--- src/hdl/itrd_pkg.sv ---
// Shared types, constants and helper functions for the radix digit converter.
package itrd_pkg;

    localparam int unsigned VALUE_W = 32;
    localparam int unsigned BASE_W  = 6;
    localparam int unsigned CHAR_W  = 7;
    localparam int unsigned CNT_W   = 5;

    localparam logic [BASE_W-1:0] BASE_MIN   = 6'd2;
    localparam logic [BASE_W-1:0] BASE_MAX   = 6'd36;
    localparam logic [BASE_W-1:0] BASE_RESET = 6'd10;
    localparam logic [BASE_W-1:0] DIGIT_MAX  = 6'd9;

    localparam logic [CHAR_W-1:0] CHAR_ZERO  = 7'h30;
    localparam logic [CHAR_W-1:0] CHAR_A     = 7'h41;
    localparam logic [CHAR_W-1:0] CHAR_MINUS = 7'h2D;
    localparam logic [CHAR_W-1:0] CHAR_TEN   = 7'd10;

    localparam logic [CNT_W-1:0] STEP_LAST = 5'd31;

    localparam logic ADDR_RADIX = 1'b0;

    typedef struct packed {
        logic load;
        logic step;
        logic push_digit;
        logic push_sign;
        logic last;
    } t_dp_cmd;

    typedef struct packed {
        logic step_done;
        logic quo_zero;
        logic neg;
        logic out_free;
    } t_dp_sts;

    function automatic logic [BASE_W-1:0] eff_base(input logic [BASE_W-1:0] r);
        logic [BASE_W-1:0] b;
        b = r;
        if (r < BASE_MIN) begin
            b = BASE_MIN;
        end else if (r > BASE_MAX) begin
            b = BASE_MAX;
        end
        return b;
    endfunction

    function automatic logic [CHAR_W-1:0] digit_char(input logic [BASE_W-1:0] d);
        logic [CHAR_W-1:0] c;
        if (d > DIGIT_MAX) begin
            c = CHAR_W'(d) + CHAR_A - CHAR_TEN;
        end else begin
            c = CHAR_W'(d) + CHAR_ZERO;
        end
        return c;
    endfunction

endpackage

--- src/hdl/integer_to_radix_digits_core.sv ---
// Top level: signed integer to ASCII radix digits, with APB radix register.
// Per digit: 32 divider steps of one quotient bit each, then a push once the output is free.
// A new value is accepted only in idle, after the last character of the previous value
//   (digits and any minus sign) has been pushed; the single bit-serial divider sets the pace.
// The output register lets the next digit be worked while a character waits to be taken.
// Reset: synchronous, active low; clears control state and sets radix to ten.
module integer_to_radix_digits_core (
    input  logic        i_clk,
    input  logic        i_rst_n,
    input  logic        psel,
    input  logic        penable,
    input  logic        pwrite,
    input  logic [2:0]  paddr,
    input  logic [31:0] pwdata,
    output logic [31:0] prdata,
    output logic        pready,
    input  logic        s_axis_tvalid,
    output logic        s_axis_tready,
    input  logic [31:0] s_axis_tdata,   // [31:0] value
    output logic        m_axis_tvalid,
    input  logic        m_axis_tready,
    output logic [7:0]  m_axis_tdata,   // [6:0] character, [7] zero
    output logic        m_axis_tlast
);
    import itrd_pkg::*;

    logic [BASE_W-1:0] r_radix;
    t_dp_cmd           w_cmd;
    t_dp_sts           w_sts;
    logic [CHAR_W-1:0] w_char;

    always_ff @(posedge i_clk) begin
        if (!i_rst_n) begin
            r_radix <= BASE_RESET;
        end else if (psel && penable && pwrite && pready && (paddr[2] == ADDR_RADIX)) begin
            r_radix <= pwdata[BASE_W-1:0];
        end
    end

    assign pready = 1'b1;
    assign prdata = (paddr[2] == ADDR_RADIX) ? {{(32-BASE_W){1'b0}}, r_radix} : '0;

    itrd_ctrl u_ctrl (
        .i_clk      (i_clk),
        .i_rst_n    (i_rst_n),
        .i_in_valid (s_axis_tvalid),
        .o_in_ready (s_axis_tready),
        .i_sts      (w_sts),
        .o_cmd      (w_cmd)
    );

    itrd_dp u_dp (
        .i_clk       (i_clk),
        .i_rst_n     (i_rst_n),
        .i_value     (s_axis_tdata),
        .i_radix     (r_radix),
        .i_cmd       (w_cmd),
        .o_sts       (w_sts),
        .i_out_ready (m_axis_tready),
        .o_out_valid (m_axis_tvalid),
        .o_out_char  (w_char),
        .o_out_last  (m_axis_tlast)
    );

    assign m_axis_tdata = {1'b0, w_char};

endmodule

--- src/hdl/itrd_dp.sv ---
// Datapath: magnitude register, bit-serial restoring divider and output register.
module itrd_dp (
    input  logic                              i_clk,
    input  logic                              i_rst_n,
    input  logic [itrd_pkg::VALUE_W-1:0]      i_value,
    input  logic [itrd_pkg::BASE_W-1:0]       i_radix,
    input  itrd_pkg::t_dp_cmd                 i_cmd,
    output itrd_pkg::t_dp_sts                 o_sts,
    input  logic                              i_out_ready,
    output logic                              o_out_valid,
    output logic [itrd_pkg::CHAR_W-1:0]       o_out_char,
    output logic                              o_out_last
);
    import itrd_pkg::*;

    logic [VALUE_W-1:0] r_mag, n_mag;
    logic [BASE_W-1:0]  r_rem, n_rem;
    logic [BASE_W-1:0]  r_base;
    logic [CNT_W-1:0]   r_cnt, n_cnt;
    logic               r_neg;
    logic               r_out_valid;
    logic [CHAR_W-1:0]  r_out_char;
    logic               r_out_last;

    logic [BASE_W:0]    w_trial;
    logic               w_ge;
    logic               w_out_free;

    assign w_trial    = {r_rem, r_mag[VALUE_W-1]};
    assign w_ge       = w_trial >= {1'b0, r_base};
    assign w_out_free = !r_out_valid || i_out_ready;

    always_comb begin
        n_mag = r_mag;
        n_rem = r_rem;
        n_cnt = r_cnt;
        priority if (i_cmd.load) begin
            n_mag = i_value[VALUE_W-1] ? (VALUE_W'(0) - i_value) : i_value;
            n_rem = '0;
            n_cnt = '0;
        end else if (i_cmd.step) begin
            n_mag = {r_mag[VALUE_W-2:0], w_ge};
            n_rem = w_ge ? BASE_W'(w_trial - {1'b0, r_base}) : w_trial[BASE_W-1:0];
            n_cnt = r_cnt + CNT_W'(1);
        end else if (i_cmd.push_digit) begin
            n_rem = '0;
            n_cnt = '0;
        end else begin
            n_rem = r_rem;
            n_cnt = r_cnt;
        end
    end

    always_ff @(posedge i_clk) begin
        r_mag <= n_mag;
        r_rem <= n_rem;
        r_cnt <= n_cnt;
        if (i_cmd.load) begin
            r_neg  <= i_value[VALUE_W-1];
            r_base <= eff_base(i_radix);
        end
    end

    always_ff @(posedge i_clk) begin
        if (!i_rst_n) begin
            r_out_valid <= 1'b0;
        end else begin
            priority if (i_cmd.push_digit || i_cmd.push_sign) begin
                r_out_valid <= 1'b1;
            end else if (i_out_ready) begin
                r_out_valid <= 1'b0;
            end else begin
                r_out_valid <= r_out_valid;
            end
        end
    end

    always_ff @(posedge i_clk) begin
        priority if (i_cmd.push_digit) begin
            r_out_char <= digit_char(r_rem);
            r_out_last <= i_cmd.last;
        end else if (i_cmd.push_sign) begin
            r_out_char <= CHAR_MINUS;
            r_out_last <= i_cmd.last;
        end else begin
            r_out_char <= r_out_char;
            r_out_last <= r_out_last;
        end
    end

    assign o_sts.step_done = (r_cnt == STEP_LAST);
    assign o_sts.quo_zero  = (r_mag == '0);
    assign o_sts.neg       = r_neg;
    assign o_sts.out_free  = w_out_free;

    assign o_out_valid = r_out_valid;
    assign o_out_char  = r_out_char;
    assign o_out_last  = r_out_last;

endmodule

--- src/hdl/itrd_ctrl.sv ---
// Controller: sequences division steps, digit pushes and the sign character.
module itrd_ctrl (
    input  logic              i_clk,
    input  logic              i_rst_n,
    input  logic              i_in_valid,
    output logic              o_in_ready,
    input  itrd_pkg::t_dp_sts i_sts,
    output itrd_pkg::t_dp_cmd o_cmd
);
    import itrd_pkg::*;

    typedef enum logic [1:0] {
        ST_IDLE,
        ST_DIV,
        ST_PUSH,
        ST_SIGN
    } t_state;

    t_state r_state;

    always_ff @(posedge i_clk) begin
        if (!i_rst_n) begin
            r_state <= ST_IDLE;
        end else begin
            unique case (r_state)
                ST_IDLE: begin
                    if (i_in_valid) begin
                        r_state <= ST_DIV;
                    end
                end
                ST_DIV: begin
                    if (i_sts.step_done) begin
                        r_state <= ST_PUSH;
                    end
                end
                ST_PUSH: begin
                    if (i_sts.out_free) begin
                        priority if (!i_sts.quo_zero) begin
                            r_state <= ST_DIV;
                        end else if (i_sts.neg) begin
                            r_state <= ST_SIGN;
                        end else begin
                            r_state <= ST_IDLE;
                        end
                    end
                end
                ST_SIGN: begin
                    if (i_sts.out_free) begin
                        r_state <= ST_IDLE;
                    end
                end
                default: r_state <= ST_IDLE;
            endcase
        end
    end

    always_comb begin
        o_cmd      = '0;
        o_in_ready = 1'b0;
        unique case (r_state)
            ST_IDLE: begin
                o_in_ready = 1'b1;
                o_cmd.load = i_in_valid;
            end
            ST_DIV: begin
                o_cmd.step = 1'b1;
            end
            ST_PUSH: begin
                o_cmd.push_digit = i_sts.out_free;
                o_cmd.last       = i_sts.quo_zero && !i_sts.neg;
            end
            ST_SIGN: begin
                o_cmd.push_sign = i_sts.out_free;
                o_cmd.last      = 1'b1;
            end
            default: o_cmd = '0;
        endcase
    end

endmodule

--- config.mk ---
export PLATFORM = sky130hd
export DESIGN_NAME = integer_to_radix_digits_core
export DESIGN_NICKNAME = d
export VERILOG_FILES = /design/src/hdl/itrd_pkg.sv /design/src/hdl/integer_to_radix_digits_core.sv /design/src/hdl/itrd_dp.sv /design/src/hdl/itrd_ctrl.sv
export SDC_FILE = /design/constraint.sdc
export NUM_CORES = 1
export LEC_CHECK = 0
export ABC_AREA = 1
export BUFFER_PORTS_ARGS = -buffer_cell sky130_fd_sc_hd__buf_2
export CAP_MARGIN = 20
export CORE_MARGIN = 2
export CORE_UTILIZATION = 40
export CTS_BUF_LIST = sky130_fd_sc_hd__clkbuf_4
export CTS_CLUSTER_SIZE = 30
export DETAILED_ROUTE_END_ITERATION = 8
export SETUP_SLACK_MARGIN = 0.02
export SLEW_MARGIN = 25
export SYNTH_ARGS = -nofsm -noshare
export SYNTH_HDL_FRONTEND = slang
export SYNTH_SLANG_ARGS = --single-unit
--- constraint.sdc ---
create_clock -name i_clk -period 2.35 [get_ports i_clk]
set_input_delay 0.1175 -clock i_clk [delete_from_list [all_inputs] [get_ports i_clk]]
set_output_delay 0.1175 -clock i_clk [all_outputs]
set_load 0.05 [all_outputs]
==> results.tsv, run 1 <==
metric	value	unit
max cap viols	0	
Max clock buf depth	2	
Synth cell types	40	
area grow syn2layout	12.9	%
Initial Util	0.408	
setup_tns	0	ps
Seq/Total Area, Yosys	0.391	
crit path kind	flop to flop	
die width	112	microns
gpl congestion	0.831	
CP cell instances	inv_1, ha_1, a21oi_2, nand2_1, nand2_1, nand2_2, inv_2, nand2_1, o21ai_1, a21oi_1	
Fmax	534	MHz
# DRC	0	
Yosys reg bits	67	
Final nets	784	
static leakage	2.43	nW
CP endpoint kind	flop	
dominant cell type by area after synthesis	edfxtp_1	
Synth Warn #	0	
Seq pwr share	0.407	
boundary pin count	118	
Area contributors post-synth	edfxtp_1 (30%), nand2_1 (12%), dfxtp_1 (8.6%)	
initial antenna violation count	0	
Switch Pwr	2.32	mW
number of global-route vias before repair	3788	
top cell type's share of synthesized area	0.304	
cell count after synthesis	623	
fin crit share	0.798	
Int Pwr	2.94	mW
total grt overflow	0	
most used cell, CP	nand2_1	
clk sinks	67	
fin util	0.460	
Cell Area, Placed	4970	sq um
root buffer cell	clkbuf_4	
IO buf count	61	
core area	11400	sq um
HP Start	m_axis_tready	
total track usage	0.168	
CP Data Required Time	2520	ps
WL final	10200	microns
CP delay by family, top	flip-flops	
CTS clk-pin slew, worst paths	130	ps
worst path bufs/invs	2	
Startpoint Class	flop	
most frequent cells in the layout	nand2_1 (154), inv_1 (74), nand3_1 (66), nor2_1 (62), buf_2 (61)	
post-CTS setup buffers	0	
switch share	0.441	
Post-Synthesis Cell Area	4640	sq um
P per Cell Area	1010	nW/um^2
Worst path max stage delay	470	ps
Clk pwr share	0.151	
dpl hpwl	7580	microns
min cycle time layout	1870	ps
slowest CP cell	dfxtp_1	
antenna cells	0	
clk_skew	16.9	ps
average wire per standard cell	12.0	microns
fraction of layout cells with a size suffix above 1	0.170	
Logic pwr share	0.443	
H-Tree Depth	3	
worst-path fanout max	6	
Clk Latency, worst-skew pair	420	ps
worst reg2reg startpoint	u_dp.r_rem[0]	
Hold Crit Class	input port to flop	
synthesized area per cell	7.44	sq um
Peak VDD IR	0.510	mV
die area	12500	sq um
first-pass GRT wire length	17300	microns
setup violators final	0	
outcome	completed	
Max Slew Vio Count	0	
CTS buffer count	9	
final hold violation count	0	
first drt pass iteration count	5	
ANT nets after route	0	
CTS tree	built	
dominant synthesized flop cell	edfxtp_1	
commonest non-fill, non-tap cell in the layout	nand2_1	
largest net degree at the start of global routing	36	
CP Launch Point	u_dp.r_rem[0]	
Rows	39	
Critical Path AT	2050	ps
via count	4037	
async set-reset flop share out of synthesis	0	
Post-synth EDFFs	47	
Die H	112	microns
DR vias/cell	4.78	
1st-iter DRT viols	248	
RSZ-0062 raised after global routing	false	
Post-Layout Inst Area	5240	sq um
-- worst min-delay path, delay by kind of cell --
family	cells	cell delay (ps)
buffers and inverters	1	70
AND/OR/NAND/NOR	1	80
AO/OA/AOI/OAI	1	170
-- power groups by stage --
stage          clock, mW  combinational, mW  sequential (mW)
2_1_floorplan          0               1.76             2.23
3_3_place_gp           0               2.26             2.16
3_5_place_dp           0               2.32             2.16
4_1_cts            0.813               2.34             2.14
5_1_grt            0.858               2.67             2.20
6_report           0.792               2.33             2.14
-- path summary, 6_finish.rpt --
kind / end / slack (ps) / depth (start not counted)
max: u_dp.o_out_char[4] / 480 / 10
min: u_dp.o_out_valid / 50 / 3
min reg2reg: u_dp.r_cnt[4] / 480 / 2
max reg2reg: u_dp.o_out_char[4] / 480 / 10
-- layout make-up --
class	instances	area [sq um]
clock buffer	9	67.6
clock inverter	7	77.6
fill	1161	6130
inverter	82	308
multi-input combinational	458	2330
sequential	67	1810
tap	143	179
timing repair buffer	78	463
-- kinds of logic (layout without fill, tap and decap cells) --
group,count (synthesis),count (layout),share of synthesized area
buffers and inverters,124,176,0.128
and+or+nand+nor,324,324,0.316
adders and majority gates,14,14,0.0394
other,2,28,0.00162
AOI/OAI and AO/OA,76,76,0.0937
DFF,67,67,0.391
xor gates and xnor gates,16,16,0.0302
-- synth_stat cells (4+ instances only) --
library cell  count
nand2_1         154
inv_1            74
nand3_1          66
nor2_1           62
edfxtp_1         47
o21ai_0          32
buf_4            30
a21oi_1          27
dfxtp_1          20
ha_1             13
nand4_1          10
nor2_2           10
xor2_1           10
inv_2             8
buf_2             6
o21ai_1           6
xnor2_1           6
clkbuf_1          5
nor2_4            4
-- timing repair --
item	4_1_cts	5_1_grt
hold buffers	12	0
hold endpoints to repair	7	0
gates resized for setup	0	0
-- per-layer routing --
metal	share of wire	up-vias	global-route usage
met1	0.48	1786	0.225
met4	0.019	0	0.0683
met3	0.041	16	0.0212
met5	0	-	0
li1	-	2127	-
met2	0.46	108	0.275
-- per-stage QoR --
stage	total power, mW	worst slack, ps	instances	hold slack, ps
after floorplan	3.99	208	649	216
after global placement	4.42	531	816	342
after detailed placement	4.48	498	816	356
after CTS	5.29	482	844	32.9
after global routing	5.73	292	844	65.3
final	5.26	476	844	47.6
-- registers in the layout, summed over array words and instances, names as in the netlist --
| signal | cells |
|---|---|
| u_dp.r_mag | 32 |
| u_dp.o_out_char | 7 |
| r_radix | 6 |
| u_dp.r_base | 6 |
| u_dp.r_rem | 6 |
| u_dp.r_cnt | 5 |
| u_ctrl.r_state | 2 |
| u_dp.o_out_last | 1 |
| u_dp.o_out_valid | 1 |
| u_dp.r_neg | 1 |
No activity file was read; power rests on OpenSTA's default activity.
==> inputs of run 2 (changes only) <==
Clock period 2.35 ns to 1.8 ns, I/O delays scaled along.
==> results.tsv, run 2 (synthesized netlist as in run 1, its figures left out) <==
metric	value	unit	change
CP Data Required Time	1970	ps	was 2520 ps
Fmax	598	MHz	was 534 MHz
area grow syn2layout	17.1	%	was 12.9%
die width	112	microns	unchanged
Largest register FFs	32		unchanged
root buffer cell	clkbuf_4		unchanged
Rows	39		unchanged
total grt overflow	0		unchanged
setup violators final	0		unchanged
crit path kind	flop to flop		unchanged
most frequent cells in the layout	nand2_1 (150), inv_1 (73), nand3_1 (66), nor2_1 (62), buf_2 (61)		was nand2_1 (154), inv_1 (74), nand3_1 (66), nor2_1 (62), buf_2 (61)
CTS tree	built		unchanged
Clk Latency, worst-skew pair	410	ps	was 420 ps
hold slack	43.2	ps	was 47.6 ps
WL final	10400	microns	was 10,200 microns
min cycle time layout	1670	ps	was 1870 ps
initial antenna violation count	0		unchanged
dpl hpwl	7860	microns	was 7580 microns
RSZ-0062 raised after global routing	false		unchanged
total track usage	0.167		was 0.168
static leakage	2.50	nW	was 2.43 nW
dpl cells	824		was 816
outcome	completed		unchanged
1st-iter DRT viols	211		was 248
fin crit share	0.929		was 0.798
CP endpoint kind	flop		unchanged
Hold Crit Class	input port to flop		unchanged
commonest non-fill, non-tap cell in the layout	nand2_1		unchanged
final hold violation count	0		unchanged
largest net degree at the start of global routing	37		was 36
first-pass GRT wire length	17200	microns	was 17,300 microns
Startpoint Class	flop		unchanged
largest register by flop count	u_dp.r_mag		unchanged
CTS clk-pin slew, worst paths	130	ps	about the same
setup_tns	0	ps	unchanged
Final nets	795		was 784
gpl congestion	0.849		was 0.831
Initial Util	0.408		unchanged
# DRC	0		unchanged
worst-path fanout max	7		was 6
first drt pass iteration count	4		was 5
H-Tree Depth	3		unchanged
via count	4129		was 4,037
ANT nets after route	0		unchanged
IO buf count	61		unchanged
CTS buffer count	9		unchanged
boundary pin count	118		unchanged
Layout Cells excl Fill	855		was 844
Critical Path AT	1840	ps	was 2050 ps
average wire per standard cell	12.1	microns	was 12.0 microns
clk_skew	14.7	ps	was 16.9 ps
DR vias/cell	4.83		was 4.78
clk sinks	67		unchanged
fraction of layout cells with a size suffix above 1	0.201		was 0.170
antenna cells	0		unchanged
Die H	112	microns	unchanged
Peak VDD IR	0.626	mV	was 0.510 mV
Max Slew Vio Count	0		unchanged
max cap viols	0		unchanged
core area	11400	sq um	unchanged
P per Cell Area	1350	nW/um^2	was 1010 nW/um^2
Max clock buf depth	2		unchanged
number of global-route vias before repair	3876		was 3,788
die area	12500	sq um	unchanged
-- run 2: cell count changes in the layout (fill, tap and decap cells not counted), moves of 2 or more --
| cell | change |
|---|---|
| buf_4 | +9 |
| ha_2 | +3 |
| a21oi_1 | -2 |
| dfxtp_1 | -2 |
| dfxtp_4 | +2 |
| nand2_1 | -4 |
| nand2_4 | +3 |
| a21oi_2 | +2 |
| ha_1 | -4 |
-- run 2: path summary, 6_finish.rpt --
kind                          from       endpoint  slack, ps  cells past startpoint
setup reg to reg    u_dp.r_base[2]  u_dp.r_mag[0]        130                     10
hold reg to reg      u_dp.r_cnt[3]  u_dp.r_cnt[3]        470                      2
setup / recovery    u_dp.r_base[2]  u_dp.r_mag[0]        130                     10
hold / removal    s_axis_tdata[31]     u_dp.r_neg         40                      1
-- run 2: metrics by stage --
| step | utilization | setup WS (ps) | power [mW] | area (sq um) |
|---|---|---|---|---|
| 3_3_place_gp | 0.444 | 60.9 | 5.93 | 5050 |
| 5_1_grt | 0.478 | 10.5 | 7.94 | 5430 |
| 6_report | 0.478 | 129 | 7.31 | 5430 |
| 4_1_cts | 0.470 | 27.5 | 7.21 | 5350 |
| 3_5_place_dp | 0.444 | 3.17 | 6.00 | 5050 |
| 2_1_floorplan | - | 160 | 5.21 | 4740 |
-- run 2: area by class of cell --
class,count,area (sq um)
Clock buffer,9,67.6
Clock inverter,7,98.8
Fill cell,1132,5940
Multi-Input combinational cell,458,2390
Inverter,82,310
Tap cell,143,179
Sequential cell,67,1820
Timing Repair Buffer,89,561
-- run 2: critical path: stages, from the launching register on --
cell and delay (ps):
edfxtp_1 380, inv_1 60, ha_2 300, nand2_1 90, nand2_1 70, inv_1 70, nand2_2 80, nand2_4 130
nand3_4 120, nand2_1 70, o21ai_0 70
-- run 2: power by group --
| part | switching (mW) | internal [mW] |
|---|---|---|
| Sequential | 0.324 | 2.47 |
| Clock | 0.586 | 0.573 |
| Combinational | 2.21 | 1.15 |
-- run 2: metal layers --
| layer | vias to the layer above | wire length [microns] | GRT usage |
|---|---|---|---|
| met4 | 0 | 215 | 0.0700 |
| met3 | 12 | 385 | 0.0229 |
| li1 | 2146 | - | - |
| met5 | - | 0 | 0 |
| met1 | 1861 | 4860 | 0.217 |
| met2 | 110 | 4890 | 0.281 |
-- run 2: what timing repair did --
item,4_1_cts,5_1_grt
hold buffers,13,0
endpoints found under the hold margin,9,0
endpoints found under the setup margin,1,13
gates resized for setup,1,19
pin swaps,0,3
buffers inserted,0,2
cloned,0,0
